$ cat src/rtl/jsu_pkg.sv
// Shared types and constants of the JSON string unescape unit.
package jsu_pkg;

    localparam int Q_DEPTH = 4;
    localparam int Q_PTR_W = $clog2(Q_DEPTH);
    localparam int Q_CNT_W = $clog2(Q_DEPTH + 1);

    localparam logic [7:0] CH_BSL  = 8'h5C;
    localparam logic [7:0] UTF_CNT = 8'h80;
    localparam logic [7:0] UTF_2B  = 8'hC0;
    localparam logic [7:0] UTF_3B  = 8'hE0;

    typedef struct packed {
        logic [7:0] char_in;
        logic       is_final;
    } in_item_t;

    typedef struct packed {
        logic [7:0] out_byte;
        logic       run_last;
    } out_item_t;

    // One classified input byte: up to four output bytes, cnt of them valid.
    typedef struct packed {
        logic [2:0]      cnt;
        logic [3:0][7:0] bytes;
    } cmd_t;

endpackage

$ cat src/rtl/jsu_front.sv
// Front end: parse state machine that turns each input byte into an output command.
module jsu_front (
    input  logic              clk,
    input  logic              rst_n,
    input  logic              accept,
    input  jsu_pkg::in_item_t item,
    output logic              push,
    output jsu_pkg::cmd_t     cmd
);

    typedef enum logic [1:0] {
        MODE_TEXT,
        MODE_ESC,
        MODE_HEX
    } mode_t;

    mode_t       mode_reg, mode_next;
    logic [1:0]  dc_reg, dc_next;
    logic [11:0] code_reg, code_next;
    logic [2:0][7:0] held_reg;
    logic        held_we;

    logic [7:0]  c;
    logic        fin;
    logic        hex_ok;
    logic [7:0]  hex_tmp;
    logic [3:0]  hex_val;
    logic [15:0] v;

    always_comb
    begin
        c   = item.char_in;
        fin = item.is_final;

        hex_ok  = 1'b1;
        hex_tmp = 8'h00;
        if (c inside {[8'h30:8'h39]})
        begin
            hex_tmp = c - 8'h30;
        end
        else if (c inside {[8'h41:8'h46]})
        begin
            hex_tmp = c - 8'h37;
        end
        else if (c inside {[8'h61:8'h66]})
        begin
            hex_tmp = c - 8'h57;
        end
        else
        begin
            hex_ok = 1'b0;
        end
        hex_val = hex_tmp[3:0];
        v       = {code_reg, hex_val};

        mode_next = mode_reg;
        dc_next   = dc_reg;
        code_next = code_reg;
        held_we   = 1'b0;
        cmd.cnt   = 3'd0;
        cmd.bytes = '0;

        case (mode_reg)
            MODE_ESC:
            begin
                mode_next    = MODE_TEXT;
                cmd.cnt      = 3'd1;
                cmd.bytes[0] = c;
                case (c)
                    8'h6E: cmd.bytes[0] = 8'h0A;
                    8'h72: cmd.bytes[0] = 8'h0D;
                    8'h74: cmd.bytes[0] = 8'h09;
                    8'h75:
                    begin
                        cmd.cnt = 3'd0;
                        if (!fin)
                        begin
                            mode_next = MODE_HEX;
                            dc_next   = 2'd0;
                            code_next = 12'h000;
                        end
                    end
                    default: cmd.bytes[0] = c;
                endcase
            end
            MODE_HEX:
            begin
                if (hex_ok && dc_reg == 2'd3)
                begin
                    // Fourth digit: encode the code point as UTF-8.
                    if (v < 16'h0080)
                    begin
                        cmd.cnt      = 3'd1;
                        cmd.bytes[0] = v[7:0];
                    end
                    else if (v < 16'h0800)
                    begin
                        cmd.cnt      = 3'd2;
                        cmd.bytes[0] = jsu_pkg::UTF_2B | {3'b000, v[10:6]};
                        cmd.bytes[1] = jsu_pkg::UTF_CNT | {2'b00, v[5:0]};
                    end
                    else
                    begin
                        cmd.cnt      = 3'd3;
                        cmd.bytes[0] = jsu_pkg::UTF_3B | {4'h0, v[15:12]};
                        cmd.bytes[1] = jsu_pkg::UTF_CNT | {2'b00, v[11:6]};
                        cmd.bytes[2] = jsu_pkg::UTF_CNT | {2'b00, v[5:0]};
                    end
                    dc_next   = 2'd0;
                    code_next = 12'h000;
                    mode_next = MODE_TEXT;
                end
                else if (hex_ok && !fin)
                begin
                    held_we   = 1'b1;
                    code_next = {code_reg[7:0], hex_val};
                    dc_next   = dc_reg + 2'd1;
                end
                else
                begin
                    // Broken escape: flush held digits, then treat c as text.
                    cmd.bytes[0]      = held_reg[0];
                    cmd.bytes[1]      = held_reg[1];
                    cmd.bytes[2]      = held_reg[2];
                    cmd.bytes[dc_reg] = c;
                    dc_next           = 2'd0;
                    code_next         = 12'h000;
                    if (c == jsu_pkg::CH_BSL && !fin)
                    begin
                        mode_next = MODE_ESC;
                        cmd.cnt   = {1'b0, dc_reg};
                    end
                    else
                    begin
                        mode_next = MODE_TEXT;
                        cmd.cnt   = {1'b0, dc_reg} + 3'd1;
                    end
                end
            end
            default:
            begin
                if (c == jsu_pkg::CH_BSL && !fin)
                begin
                    mode_next = MODE_ESC;
                end
                else
                begin
                    mode_next    = MODE_TEXT;
                    cmd.cnt      = 3'd1;
                    cmd.bytes[0] = c;
                end
            end
        endcase

        push = accept && (cmd.cnt != 3'd0);
    end

    always_ff @(posedge clk or negedge rst_n)
    begin
        if (!rst_n)
        begin
            mode_reg <= MODE_TEXT;
            dc_reg   <= 2'd0;
            code_reg <= 12'h000;
        end
        else if (accept)
        begin
            mode_reg <= mode_next;
            dc_reg   <= dc_next;
            code_reg <= code_next;
        end
    end

    always_ff @(posedge clk)
    begin
        if (accept && held_we)
        begin
            held_reg[dc_reg] <= c;
        end
    end

endmodule

$ cat src/rtl/jsu_queue.sv
// Command queue between the front end and the byte emitter.
module jsu_queue (
    input  logic          clk,
    input  logic          rst_n,
    input  logic          push,
    input  jsu_pkg::cmd_t push_cmd,
    input  logic          pop,
    output jsu_pkg::cmd_t head,
    output logic          nonempty,
    output logic          full
);

    jsu_pkg::cmd_t store [jsu_pkg::Q_DEPTH];

    logic [jsu_pkg::Q_PTR_W-1:0] wr_ptr_reg, rd_ptr_reg;
    logic [jsu_pkg::Q_CNT_W-1:0] count_reg;

    assign nonempty = (count_reg != '0);
    assign full     = (count_reg == jsu_pkg::Q_CNT_W'(jsu_pkg::Q_DEPTH));
    assign head     = store[rd_ptr_reg];

    always_ff @(posedge clk or negedge rst_n)
    begin
        if (!rst_n)
        begin
            wr_ptr_reg <= '0;
            rd_ptr_reg <= '0;
            count_reg  <= '0;
        end
        else
        begin
            if (push)
            begin
                wr_ptr_reg <= wr_ptr_reg + 1'b1;
            end
            if (pop)
            begin
                rd_ptr_reg <= rd_ptr_reg + 1'b1;
            end
            if (push && !pop)
            begin
                count_reg <= count_reg + 1'b1;
            end
            else if (pop && !push)
            begin
                count_reg <= count_reg - 1'b1;
            end
        end
    end

    always_ff @(posedge clk)
    begin
        if (push)
        begin
            store[wr_ptr_reg] <= push_cmd;
        end
    end

endmodule

$ cat src/rtl/jsu_back.sv
// Back end: walks the head command one byte per beat into the output register.
module jsu_back (
    input  logic               clk,
    input  logic               rst_n,
    input  jsu_pkg::cmd_t      head,
    input  logic               nonempty,
    output logic               pop,
    output logic               result_valid,
    input  logic               result_ready,
    output jsu_pkg::out_item_t result
);

    logic [1:0]         idx_reg;
    logic               valid_reg;
    jsu_pkg::out_item_t result_reg;
    logic               load;
    logic               last;

    assign load = nonempty && (!valid_reg || result_ready);
    assign last = (({1'b0, idx_reg} + 3'd1) == head.cnt);
    assign pop  = load && last;

    assign result_valid = valid_reg;
    assign result       = result_reg;

    always_ff @(posedge clk or negedge rst_n)
    begin
        if (!rst_n)
        begin
            idx_reg   <= 2'd0;
            valid_reg <= 1'b0;
        end
        else
        begin
            if (load)
            begin
                valid_reg <= 1'b1;
                idx_reg   <= last ? 2'd0 : idx_reg + 2'd1;
            end
            else if (result_ready)
            begin
                valid_reg <= 1'b0;
            end
        end
    end

    always_ff @(posedge clk)
    begin
        if (load)
        begin
            result_reg.out_byte <= head.bytes[idx_reg];
            result_reg.run_last <= last;
        end
    end

endmodule

$ cat src/rtl/json_string_unescape_unit.sv
// A byte that yields output is pushed into the command queue on acceptance, and its first
// result beat is then loaded into the output register. Throughput: one input byte per cycle
// while the 4-entry command queue has room; the output port drains one byte per cycle while
// result_ready is high, so a unicode escape (up to 3 bytes) or a flushed escape (up to 4
// bytes) holds the queue head until all its output bytes are sent. Reset (rst_n low, async):
// parse mode to plain text, digit count, code and queue cleared, no result valid.
module json_string_unescape_unit (
    input  logic               clk,
    input  logic               rst_n,
    input  logic               item_valid,
    output logic               item_ready,
    input  jsu_pkg::in_item_t  item,
    output logic               result_valid,
    input  logic               result_ready,
    output jsu_pkg::out_item_t result
);

    logic          accept;
    logic          push;
    jsu_pkg::cmd_t push_cmd;
    logic          pop;
    jsu_pkg::cmd_t head;
    logic          nonempty;
    logic          full;

    assign item_ready = !full;
    assign accept     = item_valid && item_ready;

    jsu_front u_front (
        .clk    (clk),
        .rst_n  (rst_n),
        .accept (accept),
        .item   (item),
        .push   (push),
        .cmd    (push_cmd)
    );

    jsu_queue u_queue (
        .clk      (clk),
        .rst_n    (rst_n),
        .push     (push),
        .push_cmd (push_cmd),
        .pop      (pop),
        .head     (head),
        .nonempty (nonempty),
        .full     (full)
    );

    jsu_back u_back (
        .clk          (clk),
        .rst_n        (rst_n),
        .head         (head),
        .nonempty     (nonempty),
        .pop          (pop),
        .result_valid (result_valid),
        .result_ready (result_ready),
        .result       (result)
    );

endmodule

$ cat config.mk
export PLATFORM = sky130hd
export DESIGN_NAME = json_string_unescape_unit
export DESIGN_NICKNAME = d
export VERILOG_FILES = /design/src/rtl/jsu_pkg.sv /design/src/rtl/jsu_front.sv /design/src/rtl/jsu_queue.sv /design/src/rtl/jsu_back.sv /design/src/rtl/json_string_unescape_unit.sv
export SDC_FILE = /design/constraint.sdc
export NUM_CORES = 1
export LEC_CHECK = 0
export ABC_AREA = 1
export BUFFER_PORTS_ARGS = -buffer_cell sky130_fd_sc_hd__buf_2
export CAP_MARGIN = 20
export CELL_PAD_IN_SITES_DETAIL_PLACEMENT = 1
export CELL_PAD_IN_SITES_GLOBAL_PLACEMENT = 1
export CORE_MARGIN = 4
export CORE_UTILIZATION = 44
export CTS_BUF_LIST = sky130_fd_sc_hd__clkbuf_4 sky130_fd_sc_hd__clkbuf_8 sky130_fd_sc_hd__clkbuf_16
export CTS_CLUSTER_SIZE = 12
export DETAILED_ROUTE_END_ITERATION = 10
export GPL_ROUTABILITY_DRIVEN = 1
export GPL_TIMING_DRIVEN = 0
export PLACE_DENSITY = 0.7
export SETUP_SLACK_MARGIN = 0.4
export SYNTH_ARGS = -nofsm -noshare
export SYNTH_HDL_FRONTEND = slang
export SYNTH_SLANG_ARGS = --single-unit
export TNS_END_PERCENT = 1
$ cat constraint.sdc
create_clock -name clk -period 11.45 [get_ports clk]
set_clock_uncertainty 0.15 [all_clocks]
set_input_delay 3.435 -clock clk [delete_from_list [all_inputs] [get_ports clk]]
set_output_delay 3.435 -clock clk [all_outputs]
set_load 0.01 [all_outputs]
Word-level counts from Yosys, hierarchy flattened

Memories as Yosys holds them, arrays and structs flattened.
Cells that the tools add are included.

$add $sub $neg: 11
$lt $le $gt $ge: 11
Equality and inequality tests: 13
Muxes and demuxes: 56
Reduce and logical (&&, ||, !) cells: 27

Operator list:

| operator                                                           | count |
|---|---|
| 2-to-1 mux 12 bit                                                  | 4 |
| 2-to-1 mux 24 bit                                                  | 2 |
| 2-to-1 mux 8 bit                                                   | 6 |
| equality test 8 x 7 -> 1 bit (second input constant)               | 5 |
| 2-to-1 mux 35 bit                                                  | 1 |
| bitwise mux 32 bit                                                 | 1 |
| bitwise mux 24 bit                                                 | 1 |
| one-hot mux 12 bit (2 select lines)                                | 1 |
| one-hot mux 8 bit (3 select lines)                                 | 1 |
| 2-to-1 mux 2 bit                                                   | 9 |
| binary-select mux 8 bit (select 2 bit)                             | 1 |
| demux 8 bit (select 2 bit)                                         | 1 |
| greater-or-equal comparator 8 x 7 -> 1 bit (second input constant) | 2 |
| <= comparator 8 x 7 -> 1 bit (second input constant)               | 2 |
| less-than comparator 16 x 12 -> 1 bit (second input constant)      | 1 |
| less-than comparator 16 x 8 -> 1 bit (second input constant)       | 1 |
| 2-to-1 mux 16 bit                                                  | 1 |
| one-hot mux 8 bit (2 select lines)                                 | 1 |
| 2-to-1 mux 3 bit                                                   | 5 |
| logical AND 1 bit                                                  | 14 |
| 2-to-1 mux 1 bit                                                   | 14 |
| 2-to-1 mux 14 bit                                                  | 1 |
| 2-to-1 mux 4 bit                                                   | 3 |
| adder 2 x 1 -> 2 bit (second input constant)                       | 4 |
| 23 further kinds                                                   | 36 |

Register bits after elaboration: 59
Memory bits (writable): 140
Input port bits: 13
Output and inout bits: 11
Word-level logic and storage cells: 132
Memories: 1

Memory list:

| memory        | words | bits a word | rd ports | clocked after memory_dff | wr ports | line            | source |
|---|---|---|---|---|---|---|---|
| u_queue.store | 4     | 35          | 1        | 0                        | 1        | jsu_queue.sv:13 | `jsu_pkg::cmd_t store [jsu_pkg::Q_DEPTH];` |

Longest topological paths before layout

Depth in word-level cells: 16
Mapped depth: 21
Gate-level depth less buffers: 21

Modules after synthesis

From an unflattened synthesis, not the netlist that was laid out.

Cell total of the unflattened synthesis: 939
Area, all modules: 9854.5 um^2

Modules (own cells, without submodules):

| module                    | instances | cells an instance | area each (um^2) | sequential area each (um^2) |
|---|---|---|---|---|
| jsu_queue                 | 1         | 457               | 6000.8           | 4379.2 |
| jsu_front                 | 1         | 394               | 3054.2           | 1121.1 |
| jsu_back                  | 1         | 85                | 785.8            | 345.3 |
| json_string_unescape_unit | 1         | 3                 | 13.8             | 0.0 |

Worst setup path after synthesis

No wires, ideal clock.

Path kind: input to register
Start: in item[2] in the netlist's numbering
End: mem u_queue.store[0][0] in the netlist's numbering, enable pin
Library setup time: 0.427 ns
Data arrival time: 6.336 ns
Data required time: 10.873 ns
Setup slack: 4.537 ns
Stages on the path: 15
Path buffers: 0
Cell sequence: clkinv_1 ha_1 inv_1 nand3_1 nand3_4 nand2_8 nand2_8 inv_4 nor2_2 nand2_1 nand2_1 nand2_1 nand3_2 nand2_4 nor2_1

Longest elaborated chain between the ends: 14
Elaborated cells between the ends (all ways): 37
Those cells by class: add/sub: 3; order compare: 8; eq/ne: 2; mux: 16; reduce/logical: 8

RTL lines:

| element                                                                                           | line                            | source |
|---|---|---|
| from (decl)                                                                                       | json_string_unescape_unit.sv:12 | `input jsu_pkg::in_item_t item,` |
| greater-or-equal comparator 8 x 7 -> 1 bit / <= comparator 8 x 7 -> 1 bit (equally long branches) | jsu_front.sv:45                 | `else if (c inside {[8'h61:8'h66]})` |
| logical AND 1 bit                                                                                 | jsu_front.sv:45                 |  |
| 2-to-1 mux 4 bit                                                                                  | jsu_front.sv:45                 |  |
| 2-to-1 mux 4 bit                                                                                  | jsu_front.sv:41                 | `else if (c inside {[8'h41:8'h46]})` |
| 2-to-1 mux 4 bit                                                                                  | jsu_front.sv:37                 | `if (c inside {[8'h30:8'h39]})` |
| less-than comparator 16 x 12 -> 1 bit                                                             | jsu_front.sv:96                 | `else if (v < 16'h0800)` |
| 2-to-1 mux 1 bit                                                                                  | jsu_front.sv:96                 |  |
| 2-to-1 mux 3 bit                                                                                  | jsu_front.sv:91                 | `if (v < 16'h0080)` |
| 2-to-1 mux 3 bit                                                                                  | jsu_front.sv:88                 | `if (hex_ok && dc_reg == 2'd3)` |
| one-hot mux 3 bit (2 select lines) (*)                                                            | jsu_front.sv:63                 | `case (mode_reg)` |
| nonzero test 3 bit (*)                                                                            | jsu_front.sv:155                | `push = accept && (cmd.cnt != 3'd0);` |
| logical AND 1 bit (*)                                                                             | jsu_front.sv:155                |  |
| 2-to-1 mux 1 bit (*)                                                                              | jsu_queue.sv:53                 | `if (push)` |
| 2-to-1 mux 1 bit (not written as such) (*)                                                        | jsu_queue.sv:55                 | `store[wr_ptr_reg] <= push_cmd;` |
| to (decl)                                                                                         | jsu_queue.sv:13                 |  |

Every way passes the cells marked *; elsewhere a longest branch is shown, timed or not.

Worst setup path in the final report

Start: in item[2] in the netlist's numbering
End: reg u_queue.count_reg[2] in the netlist's numbering

Longest elaborated chain between the ends: 15
Elaborated cells between the ends (all ways): 40
Those cells by class: add/sub: 3; order compare: 8; eq/ne: 2; mux: 15; reduce/logical: 12

RTL lines:

| element                                                                                           | line                            | source |
|---|---|---|
| greater-or-equal comparator 8 x 7 -> 1 bit / <= comparator 8 x 7 -> 1 bit (equally long branches) | jsu_front.sv:45                 |  |
| logical AND 1 bit                                                                                 | jsu_front.sv:45                 |  |
| 2-to-1 mux 4 bit                                                                                  | jsu_front.sv:45                 |  |
| 2-to-1 mux 4 bit                                                                                  | jsu_front.sv:41                 |  |
| 2-to-1 mux 4 bit                                                                                  | jsu_front.sv:37                 |  |
| less-than comparator 16 x 12 -> 1 bit                                                             | jsu_front.sv:96                 |  |
| 2-to-1 mux 1 bit                                                                                  | jsu_front.sv:96                 |  |
| 2-to-1 mux 3 bit                                                                                  | jsu_front.sv:91                 |  |
| 2-to-1 mux 3 bit                                                                                  | jsu_front.sv:88                 |  |
| one-hot mux 3 bit (2 select lines) (*)                                                            | jsu_front.sv:63                 |  |
| nonzero test 3 bit (*)                                                                            | jsu_front.sv:155                |  |
| logical AND 1 bit (*)                                                                             | jsu_front.sv:155                |  |
| net push                                                                                          | json_string_unescape_unit.sv:19 | `logic push;` |
| zero test 1 bit                                                                                   | jsu_queue.sv:44                 | `else if (pop && !push)` |
| logical AND 1 bit                                                                                 | jsu_queue.sv:44                 |  |
| nonzero test 2 bit (no source line)                                                               | n/a                             |  |
| to (signal assigned)                                                                              | jsu_queue.sv:42                 | `count_reg <= count_reg + 1'b1;` |
| to (signal assigned)                                                                              | jsu_queue.sv:46                 | `count_reg <= count_reg - 1'b1;` |
| to (decl)                                                                                         | jsu_queue.sv:16                 | `logic [jsu_pkg::Q_CNT_W-1:0] count_reg;` |

Mark *: on every way through the listed nets, which the timed path passes. The rest lies on a longest branch.
A chain may end at the register's enable or synchronous reset.

==> reports/qor.csv <==
metric,value,unit
cts-buffers-inserted,17,
hold_violations,0,
maxCapViolCount,0,
yosysTopAreaCell,edfxtp_1,
crit_buf_inv,6,
cp_cell_sequence,"buf_2, clkinv_1, ha_1, inv_1, nand3_1, nand3_4, nand2_8, nand2_8, inv_4, nor2_2, nand2_1, nand2_1, nand2_1, nand3_2, nand2_4, inv_1, ha_1, inv_1, fa_1, a21oi_1, o21ai_0, xor2_1",
slowest_delay,0.44,ns
cts_tree,yes,
num_vias,6877,
ys_ff_latch,199,
worstHoldEndpoint,u_queue.count_reg[0],
cellPowerDensity,239,nW/um^2
antenna_found_initial,0,
fmax,150,MHz
drtAntennaViolNets,0,
slew_headroom,0.347,
synth_most_common_cell,edfxtp_1,
start_util,0.450,
path_depth,22,
path_max_fanout,10,
root_buffer,clkbuf_16,
rrSetupSlack,7.90,ns
outcome,"finished, final reports clean",
vias_per_cell,5.85,
yosysUniqueCellTypes,41,
hold_depth,1,
post_drt_wl_per_cell,24.1,um
fin_area,10400,um^2
grt_pass1_wl,43.4,mm
crit_path_start_kind,input port,
yosys-top-cells-count,"edfxtp_1 (173), nand2_1 (126), o21ai_0 (111), nor2_1 (97), inv_1 (73)",
finalSetupTns,0,ns
required,11.62,ns
dr.pass1.iters,5,
area_delta_synth_final,13.4,%
place_area,9740,um^2
timing.final.crit_share,0.582,
post_cts_buffers,0,
final_nets,922,
fin_crit,6.67,ns
boundaryPins,24,
syn_area,9140,um^2
pre_cts_slack,4.36,ns
numPortBuffers,23,
gp_congestion,0.930,
clk_path_buf_depth,2,
synth_async_sr_flop_share,0.131,
ys.flop_type,edfxtp_1,
layout_setup_ws,4.78,ns
largest_reg_flops,140,
cts_num_sinks,199,
crit_family,simple AND/OR/NAND/NOR gates,
hp-class,reg2reg,
critPathCaptureType,flip-flop,
core_area,20300,um^2
rsz0062_at_grt,no,
clock_latency,0.45,ns
synth.avg_cell_area,10.8,um^2
arrival,6.83,ns
grt_max_degree,27,
max-vdd-ir-drop,131,uV
finalSetupViolations,0,
dr.first_iter.drc_count,661,
yosysSeqAreaShare,0.640,
cts.repair.resized,0,
timing.rr.end,u_queue.count_reg[2],
synthesis.nets,875,
timing.rr.start,u_front.mode_reg[0],
clkTransAtPathRegs,0.07,ns
finalMaxSlewViolations,0,
grt_pass1_vias,7243,
rows,52,
worstMarginPinSlew,0.977,ns
synth_area_leaders,"edfxtp_1 (57%), dfrtp_1 (7.1%), o21ai_0 (6.1%), nand2_1 (5.2%), nor2_1 (4.0%)",
ys_warn_count,0,
hold_start,u_queue.count_reg[0],
cts_max_level,4,
grt_usage,0.247,
synth_top_area_share,0.569,
place_inst,1143,
drive_gt1_frac,0.120,
cts-hold-fix-buffers,0,
finish.utilization,0.510,
final_cells,1175,
dp_hpwl,20.1,mm
syn_inst,845,
num_antenna_cells,0,
die_w,152,um
totalWireLength,28.3,mm
die-area,23100,um^2
reg2regPathDepth,17,
worst_path_max_delay_cell,fa_1,
critPathKind,in2reg,
dieHeight,152,um
drc,0,
grt_overflow_total,0,
synth-edff-count,173,
p_leak,3.85,nW
[worst max path at each step]
| stage | to | from |
|---|---|---|
| floorplan | u_queue.store[0][0] | item[2] |
| global placement | u_queue.store[3][17] | item[2] |
| detailed placement | u_queue.count_reg[2] | item[2] |
| CTS | u_queue.count_reg[2] | item[2] |
| global route | u_queue.count_reg[2] | item[2] |
| finish | u_queue.count_reg[2] | item[2] |
[per-layer routing]
metal,up-vias,share of wire,wire length (um),global-route usage
met5,-,0,0,0
met3,49,0.052,1480,0.0330
met4,0,0.026,743,0.0860
met1,3481,0.41,11600,0.321
met2,265,0.51,14500,0.428
li1,3082,-,-,-
[kinds of logic (layout without fill, tap and decap cells)]
family,after synthesis,count (layout),share of synthesized area
AOI/OAI and AO/OA,212,212,0.137
xor gates and xnor gates,8,8,0.00767
adders and majority gates,17,17,0.0241
buffers and inverters,123,183,0.0536
DFF,199,199,0.640
and+or+nand+nor,286,286,0.138
[where the power goes]
part           internal, mW  switching, mW
sequential            0.953         0.0496
combinational         0.237          0.601
clock                 0.353          0.282
total                  1.54          0.932
[final cells by class]
cell class / instances / area [um^2]
Tap cell: 270 / 338
Inverter: 87 / 332
Fill cell: 2247 / 9940
Sequential cell: 199 / 5850
Timing Repair Buffer: 28 / 225
Multi-Input combinational cell: 523 / 2840
Buffer: 36 / 158
Clock inverter: 10 / 133
Clock buffer: 22 / 488
[stage by stage]
stage / total power, mW / hold slack (ns)
5_1_grt: 2.59 / 0.411
3_3_place_gp: 1.77 / 0.355
3_5_place_dp: 1.85 / 0.386
2_1_floorplan: 1.50 / 0.326
4_1_cts: 2.48 / 0.395
6_report: 2.48 / 0.395
[worst reg2reg max path, delay by kind of cell (launching register included)]
family | cells | cell delay, ns
AOI/OAI and AO/OA | 3 | 0.35
buffers and inverters | 5 | 0.64
DFF | 1 | 0.39
xor gates and xnor gates | 1 | 0.17
adders and majority gates | 3 | 0.75
and+or+nand+nor | 5 | 0.97
[placed cells by master, fill, tap and decap left out, drive strengths merged, types with 3 or more instances in the layout]
cell and n:
a21oi 25, a22oi 4, buf 38, clkbuf 48, dfrtp 26, edfxtp 173, ha 16, inv 91
nand2 132, nand3 35, nand4 3, nor2 103, nor3 12, o211ai 12, o21ai 113, o221ai 27
o22ai 28, xnor2 3, xor2 5
(Power assumes the default switching activity.)
